File: src/design/vbs_pkg.sv
`timescale 1ns / 1ps
package vbs_pkg;

  localparam int SAMPLE_W    = 8;
  localparam int SUM_W       = 16;
  localparam int SHRINK_W    = 9;
  localparam int HALF_W      = SHRINK_W - 1;
  localparam int RECIP_W     = 25;
  localparam int RECIP_CNT_W = 5;
  localparam int OUT_SHIFT   = 24;
  localparam int PROD_W      = SUM_W + 1 + RECIP_W;
  localparam int CFG_IDX_W   = 2;
  localparam int CFG_DATA_W  = 13;

  typedef enum logic [CFG_IDX_W-1:0] {
    CFG_LINE_WIDTH = 2'd0,
    CFG_SHRINK     = 2'd1
  } cfg_reg_e;

  typedef struct packed {
    logic [CFG_IDX_W-1:0]  index;
    logic [CFG_DATA_W-1:0] data;
  } cfg_t;

  typedef struct packed {
    logic [SAMPLE_W-1:0] sample_in;
  } in_t;

  typedef struct packed {
    logic [SAMPLE_W-1:0] sample_out;
    logic                end_of_line;
  } out_t;

  typedef struct packed {
    logic                start;
    logic [SHRINK_W-1:0] divisor;
  } div_req_t;

endpackage

File: src/design/vbs_recip_div.sv
`timescale 1ns / 1ps
// Restoring divider: floor(2^24 / divisor), one quotient bit per cycle.
module vbs_recip_div import vbs_pkg::*; (
  input  logic               clk_i,
  input  logic               rst_ni,
  input  div_req_t           req_i,
  output logic               busy_o,
  output logic [RECIP_W-1:0] recip_o
);

  logic                   busy_q;
  logic [RECIP_CNT_W-1:0] cnt_q;
  logic [SHRINK_W-1:0]    div_q;
  logic [SHRINK_W-1:0]    rem_q;
  logic [RECIP_W-1:0]     quo_q;
  logic [SHRINK_W:0]      trial;
  logic [SHRINK_W:0]      rem_next;
  logic                   ge;

  // dividend is a single one in its top bit
  assign trial    = {rem_q, (cnt_q == '0)};
  assign ge       = trial >= {1'b0, div_q};
  assign rem_next = ge ? (trial - {1'b0, div_q}) : trial;

  always_ff @(posedge clk_i or negedge rst_ni) begin
    if (!rst_ni) begin
      busy_q <= 1'b0;
      cnt_q  <= '0;
      div_q  <= SHRINK_W'(1);
      rem_q  <= '0;
      quo_q  <= RECIP_W'(1) << (RECIP_W - 1);
    end else if (req_i.start) begin
      busy_q <= 1'b1;
      cnt_q  <= '0;
      div_q  <= req_i.divisor;
      rem_q  <= '0;
      quo_q  <= '0;
    end else if (busy_q) begin
      rem_q <= rem_next[SHRINK_W-1:0];
      quo_q <= {quo_q[RECIP_W-2:0], ge};
      cnt_q <= cnt_q + RECIP_CNT_W'(1);
      if (cnt_q == RECIP_CNT_W'(RECIP_W - 1)) begin
        busy_q <= 1'b0;
      end
    end
  end

  assign busy_o  = busy_q;
  assign recip_o = quo_q;

endmodule

File: config.mk
export PLATFORM = sky130hd
export DESIGN_NAME = vbs_recip_div
export DESIGN_NICKNAME = d
export VERILOG_FILES = /design/src/design/vbs_pkg.sv /design/src/design/vbs_recip_div.sv
export SDC_FILE = /design/constraint.sdc
export NUM_CORES = 1
export LEC_CHECK = 0
export BUFFER_PORTS_ARGS = -buffer_cell sky130_fd_sc_hd__buf_4
export CAP_MARGIN = 0
export CORE_MARGIN = 4
export CORE_UTILIZATION = 55
export DETAILED_ROUTE_END_ITERATION = 7
export PLACE_DENSITY = 0.77
export SYNTH_ARGS = -nofsm -noshare
export SYNTH_HDL_FRONTEND = slang
export SYNTH_SLANG_ARGS = --single-unit
export TNS_END_PERCENT = 20
File: constraint.sdc
create_clock -name clk_i -period 4.77 [get_ports clk_i]
set_clock_uncertainty 0.05 [all_clocks]
set_input_delay 0.954 -clock clk_i [delete_from_list [all_inputs] [get_ports clk_i]]
set_output_delay 0.954 -clock clk_i [all_outputs]
set_load 0.02 [all_outputs]
* Word-level counts from Yosys, hierarchy flattened *
Index checks and enable logic that the tools add are counted.

storage, ports and cells
  flip-flop bits (word level) = 49
  bits in latches = 0
  memory bits (writable) = 0
  ROM bits = 0
  logic and storage cells = 21
  memories = 0

cells by class
  $add $sub $neg = 2
  multipliers = 0
  divide/modulo/power cells = 0
  magnitude comparators = 1
  equal/unequal tests = 1
  shifts and indexed selects = 0
  muxes and demuxes = 10
  bitwise operators = 0
  reductions and logical operators = 2

operators with widths
  cell                                         number
  two-way mux 25 bit                           2
  two-way mux 9 bit                            3
  >= comparator 10 x 9 -> 1 bit                1
  two-way mux 5 bit                            2
  subtractor 9 bit                             1
  adder 5 x 1 -> 5 bit, second input constant  1
  equality test 5 bit, second input constant   1
  logical NOT 5 bit                            1
  two-way mux 1 bit                            3
  nonzero test 2 bit                           1

* Depth between registers and ports, before layout *
Gate-level depths: netlist of run 1.

  depth after elaboration = 5
  gate-level depth with buffers = 12
  mapped depth without buffers = 11

* Worst setup path before layout of run 1 *
OpenSTA, ideal clock, no wires.

  path type = register -> register
  start point = register cnt_q[0]
  end point = register rem_q[3]
  library setup time = 0.087 ns
  data arrival time = 2.812 ns
  path slack = 1.821 ns
  stages on the path, launching flop included = 13
  path buffers = 1
  cell sequence = dfrtp_1 -> inv_1 -> ha_1 -> or4b_1 -> ha_1 -> fa_1 -> nand2b_2 -> a21oi_4 -> o21ai_2 -> and2_4 -> buf_6 -> o31a_1 -> a211oi_2

on the way
  word-level cells in the longest chain between the ends = 5
  elaborated cells between the ends (all ways) = 6
  those cells by class = add/sub: 1; order compare: 1; mux: 3; reduce/logical: 1

ends and longest elaborated chain
  element                                                                   line                                      source
  from (decl)                                                               vbs_recip_div.sv:12                       logic [RECIP_CNT_W-1:0] cnt_q;
  from (signal assigned)                                                    vbs_recip_div.sv:41                       cnt_q <= cnt_q + RECIP_CNT_W'(1);
  logical NOT 5 bit *                                                       vbs_recip_div.sv:21                       assign trial = {rem_q, (cnt_q == '0)};
  subtractor 9 bit / >= comparator 10 x 9 -> 1 bit (equally long branches)  vbs_recip_div.sv:23, vbs_recip_div.sv:22
  two-way mux 9 bit *                                                       vbs_recip_div.sv:23                       assign rem_next = ge ? (trial - {1'b0, div_q}) : trial;
  two-way mux 9 bit *                                                       vbs_recip_div.sv:38                       end else if (busy_q) begin
  two-way mux 9 bit *                                                       vbs_recip_div.sv:32                       end else if (req_i.start) begin
  to (signal assigned)                                                      vbs_recip_div.sv:39                       rem_q <= rem_next[SHRINK_W-1:0];
  to (decl)                                                                 vbs_recip_div.sv:14                       logic [SHRINK_W-1:0] rem_q;

Every way passes the cells marked *; elsewhere a longest branch is shown, timed or not. The select of a mux whose other input is x is not followed.
A chain may end at the register's enable or synchronous reset.

* Worst setup path after layout of run 1 *
  start point = register cnt_q[0]
  end point = register rem_q[0]

The elaborated chain is that of the path after synthesis.

==> results.yml, run 1 <==
min_path:
  holdCritPathClass: "reg -> reg"
  hold_depth: 2
  hp-start: "div_q[5]"
  hold-path-endpoint: "div_q[5]"
cts:
  cts_tree: "built"
  cts_made_buffers: 5
  post_cts_resized: 0
  post_cts_buffers: 0
  cts.clk_slew.worst_paths_ns: 0.09
  ctsHoldBuffers: 0
  htreeDepth: 2
  clockRootBuffer: "clkbuf_8"
  cts_buffer_depth: 2
  clkLatencyLatePin_ns: 0.30
  cts.sinks: 49
worst_setup_path:
  cp-start-kind: "flop"
  r2r_end: "rem_q[0]"
  crit_arrival_ns: 3.19
  r2r_setup_slack_ns: 1.75
  worst_path_largest_cell_delay_ns: 0.47
  crit_required_ns: 4.94
  crit_chain: "inv_1 -> ha_1 -> or4b_1 -> ha_1 -> fa_1 -> nand2b_2 -> a21oi_4 -> o21ai_2 -> and2_4 -> mux2_4 -> a211oi_2"
  end_kind: "flop"
  path_class: "reg -> reg"
  reg2reg_depth: 11
  crit_top_cell: "ha_1"
  slowest_stage: "or4b_1"
  reg2reg_from: "cnt_q[0]"
  worst-path-max-fanout: 10
global_routing:
  grt_max_degree: 57
  antenna_found_initial: 0
  grt-ovfl-total: 0
  grt_pass1_wl_um: 7950
  grt_pass1_vias: 1759
  grt_usage_pct: 18.0
yosys:
  async_flop_share_pct: 100
  yosys_most_used_dff: "dfrtp_1"
  synth.avg_cell_area_um2: 10.3
  yosysUniqueCellTypes: 41
  yosys.area.top_type: "dfrtp_1"
  synthTopCellsByCount: "47 x dfrtp_1, 42 x nor2_1, 26 x mux2i_1, 19 x nand2_1, 13 x o21ai_0"
  synth_most_common_cell: "dfrtp_1"
  synth-seq-cells: 49
  netlist.area_leader.share_pct: 46.9
  synth_cells: 243
  yosysSeqAreaShare_pct: 49.0
  synth_fp_nets: 267
  synth_area_um2: 2510
  synth_warnings: 0
  synthTopCellsByArea: "dfrtp_1 47%, mux2i_1 10%, nor2_1 6.3%"
  synth_edf_count: 0
layout:
  final.fill_count: 362
  drive_gt1_share_pct: 21.0
  nNetsFinal: 299
  syn_to_final_growth_pct: 16.2
  diodes: 0
timing:
  slew_viol_final: 0
  setup_tns_ns: 0
  rsz0062_at_grt: "false"
  worstMarginPinSlew_ns: 0.662
  timing.final.crit_period_ns: 3.02
  whs_ns: 0.492
  fmax_ghz: 0.331
  hold_viol_final: 0
  fin_crit_sh_pct: 63.3
  setup_viol: 0
  slew-limit-headroom_pct: 55.8
placed_design:
  gp_congestion: 0.828
  dp_hpwl_um: 3210
  portBuffers: 37
floorplan:
  core.rowCount: 24
  dieWidth_um: 75.5
  start_util_pct: 57.2
  dieArea_um2: 5710
  core-area_um2: 4380
  io_pins: 38
  die_y_um: 75.5
drt:
  remaining_drc_errors: 0
  detail_route.wl_per_cell_um: 14.3
  routed_via_density: 5.51
  drt-pass1-iter-count: 4
  wirelength_um: 4690
  vias: 1807
  ant_nets: 0
  drtIter0Drc: 108
run_status:
  status: "finished, final reports clean"
power_and_ir_drop:
  cellPowerDensity_nw_per_um2: 395
  power_leakage_nw: 1.60
  ir_worst_vdd_mv: 0.218
  power_mw: 1.15
flow_run:
  max_cap_viol_count: 0
==> layout make-up <==
cell class                      instances  area [um2]  area share (%)
Sequential cell                        49        1230            42.2
Multi-Input combinational cell        169        1180            40.4
Timing Repair Buffer                   38         285            9.79
Clock buffer                            6        72.6            2.49
Tap cell                               52        65.1            2.23
Inverter                               12        45.0            1.55
Clock inverter                          2        38.8            1.33
==> worst max path at each step <==
stage / start / endpoint / slack [ns] / cells after the start
3_3_place_gp: cnt_q[0] / rem_q[3] / 1.83 / 11
4_1_cts: cnt_q[0] / rem_q[0] / 1.75 / 11
2_1_floorplan: cnt_q[0] / rem_q[3] / 1.82 / 12
6_report: cnt_q[0] / rem_q[0] / 1.75 / 11
3_5_place_dp: cnt_q[0] / rem_q[0] / 1.77 / 11
5_1_grt: cnt_q[1] / rem_q[3] / 1.59 / 11
==> flip-flops by register name (all words and copies together), names as in the netlist <==
register,flops
busy_o,1
cnt_q,5
div_q,9
recip_o,25
rem_q,9
==> worst max-delay path, delay by kind of cell, from the launching register on <==
| family | cells | cell delay (ns) |
|---|---|---|
| AND/OR/NAND/NOR | 3 | 0.88 |
| adder cells (fa/ha/maj) | 3 | 0.76 |
| AO/OA/AOI/OAI | 3 | 0.46 |
| multiplexers | 1 | 0.30 |
| buffers and inverters | 1 | 0.07 |
| flip-flops | 1 | 0.43 |
==> cells by family (layout without fill, tap and decap cells) <==
logic type | Yosys count | count (layout) | share of synthesized area (%)
compound gates | 42 | 42 | 12.4
xor+xnor | 7 | 7 | 2.44
fa+ha+maj | 12 | 12 | 6.28
buf+inv | 25 | 58 | 4.09
flops | 49 | 49 | 49.0
mux | 28 | 28 | 11.4
simple gates | 80 | 80 | 14.4
==> report_power, final <==
part	leakage, nW	internal (mW)	switching (mW)
clock network	0.0554	0.158	0.139
logic	0.898	0.165	0.204
registers	0.649	0.453	0.0317
total	1.60	0.776	0.375
==> stage by stage <==
stage / area [um2] / util (%) / setup WS [ns] / cells
3_5_place_dp: 2800 / 63.9 / 1.77 / 320
2_1_floorplan: 2510 / - / 1.82 / 243
4_1_cts: 2910 / 66.5 / 1.75 / 328
5_1_grt: 2910 / 66.5 / 1.59 / 328
3_3_place_gp: 2800 / 63.9 / 1.83 / 320
6_report: 2910 / 66.5 / 1.75 / 328
==> layout by cell type, fill, tap and decap left out, drive strengths merged, types with 2 or more instances in the layout <==
cell,count
a211oi,7
a21o,2
a21oi,5
a311oi,4
a41oi,2
and3,2
buf,38
clkbuf,6
dfrtp,47
dfstp,2
ha,11
inv,12
mux2,2
mux2i,26
nand2,19
nand2b,4
nand3,3
nand4,3
nand4b,2
nor2,42
nor3b,2
o21a,2
o21ai,15
o31a,2
xnor2,3
xor2,4
==> routing by layer <==
layer  vias up  routed length, um  GRT usage, %
met2        24               2290          30.0
met1       878               2180          23.8
met4         0                 58          5.24
met5         -                  0             0
li1        900                  -             -
met3         5                155          3.96
Power figures use the tool's default switching activity.
==> run 2: changes to the inputs <==
Clock period 4.77 ns to 2.8 ns, I/O delays scaled along.
==> results.yml, run 2 (same netlist as run 1, synthesis figures left out) <==
run_status:
  status: "finished, final reports clean"
cts:
  cts.sinks: 49
  cts.clk_slew.worst_paths_ns: 0.08
  clkLatencyLatePin_ns: 0.30
  cts_made_buffers: 5
  ctsHoldBuffers: 0
  cts_tree: "built"
  clockRootBuffer: "clkbuf_8"
  cts_buffer_depth: 2
  htreeDepth: 2
timing:
  hold_viol_final: 0
  slew-limit-headroom_pct: 58.5
  fmax_ghz: 0.359
  fin_crit_sh_pct: 99.5
  rsz0062_at_grt: "true"
  slew_viol_final: 0
  timing.final.crit_period_ns: 2.79
  whs_ns: 0.211
  worstMarginPinSlew_ns: 0.622
  setup_viol: 0
power_and_ir_drop:
  power_leakage_nw: 1.64
  cellPowerDensity_nw_per_um2: 668
  power_mw: 2.00
  ir_worst_vdd_mv: 0.402
layout:
  syn_to_final_growth_pct: 19.6
  diodes: 0
  final.fill_count: 359
  drive_gt1_share_pct: 24.7
  final_common_cell: "dfrtp_1"
  final_area_um2: 3000
  largest_register_ff_count: 25
  final-seq-area_um2: 1230
  most-common-layout-cells: "46 x dfrtp_1, 44 x buf_4, 42 x nor2_1"
  nNetsFinal: 306
  fin_util_pct: 68.4
  multiInputGateArea_um2: 1220
min_path:
  holdCritPathClass: "in -> async"
placed_design:
  gp_congestion: 0.817
  dp_hpwl_um: 3250
  placed_area_um2: 2860
  portBuffers: 37
drt:
  remaining_drc_errors: 0
  drtIter0Drc: 140
  routed_via_density: 5.50
  wirelength_um: 4700
  drt-pass1-iter-count: 4
  detail_route.wl_per_cell_um: 14.0
  ant_nets: 0
  vias: 1842
worst_setup_path:
  end_kind: "flop"
  r2r_setup_slack_ns: 0.01
  crit_arrival_ns: 2.95
  crit_chain: "inv_1 -> ha_2 -> or4b_4 -> ha_4 -> fa_2 -> nand2b_4 -> a21oi_4 -> o21ai_4 -> and2_4 -> mux2_4 -> a211oi_2"
  cp-start-kind: "flop"
  crit_start: "cnt_q[0]"
  crit_end: "rem_q[0]"
  worst_path_largest_cell_delay_ns: 0.48
  reg2reg_depth: 11
  slowest_stage: "or4b_4"
  crit_required_ns: 2.96
  path_class: "reg -> reg"
  reg2reg_from: "cnt_q[0]"
  worst-path-max-fanout: 5
  r2r_end: "rem_q[0]"
global_routing:
  grt_max_degree: 50
  grt-ovfl-total: 0
  antenna_found_initial: 0
  grt_pass1_wl_um: 7580
  grt_pass1_vias: 1710
  grt_usage_pct: 17.1
flow_run:
  max_cap_viol_count: 0
floorplan:
  dieWidth_um: 75.5
  io_pins: 38
  die_y_um: 75.5
  dieArea_um2: 5710
  core.rowCount: 24
  start_util_pct: 57.2
  core-area_um2: 4380
[run 2: final cells by class]
type / count / area share [%]
inverters: 12 / 1.50
clock buffers: 6 / 2.42
multi-input cells: 170 / 40.7
well taps: 52 / 2.17
flip-flops and latches: 49 / 41.0
repair buffers: 44 / 11.0
clock inverters: 2 / 1.17
[run 2: per-layer routing]
metal / GRT usage (%) / share of wire, % / routed length [um] / vias up
met3: 3.96 / 3.8 / 180 / 5
met1: 22.9 / 47 / 2190 / 884
met5: 0 / 0 / 0 / -
met2: 27.9 / 49 / 2280 / 27
met4: 5.05 / 1.0 / 47 / 0
li1: - / - / - / 926
[run 2: where the power goes]
group	internal [mW]	switching (mW)
combinational	0.317	0.373
clock	0.265	0.225
sequential	0.772	0.0523
total	1.35	0.650
[run 2: what timing repair did]
action	4_1_cts	5_1_grt
resized for setup	0	2
gates cloned	0	1
setup endpoints to repair	2	9
pin swaps	1	5
buffers inserted	1	1
[run 2: critical path, delay by kind of cell, from the launching register on]
| kind | cells | cell delay [ns] |
|---|---|---|
| compound gates | 3 | 0.43 |
| flops | 1 | 0.38 |
| mux | 1 | 0.30 |
| fa+ha+maj | 3 | 0.67 |
| simple gates | 3 | 0.82 |
| buf+inv | 1 | 0.06 |
[run 2: how the worst min path moves through the flow]
stage                             to  slack [ns]  cells past startpoint
after global routing      recip_o[4]        0.26                      1
after detailed placement    div_q[5]        0.48                      2
after CTS                 recip_o[5]        0.23                      1
after global placement      div_q[5]        0.47                      2
after floorplan               busy_o        0.21                      0
final                       div_q[4]        0.21                      1
[run 2: stage by stage]
stage	instances	setup TNS [ns]	setup WS (ns)
floorplan	243	-0.0662	-0.0407
global placement	324	0	0.0352
detailed placement	324	-0.0236	-0.0169
CTS	333	0	0.000933
global route	335	-0.357	-0.120
finish	335	0	0.0143
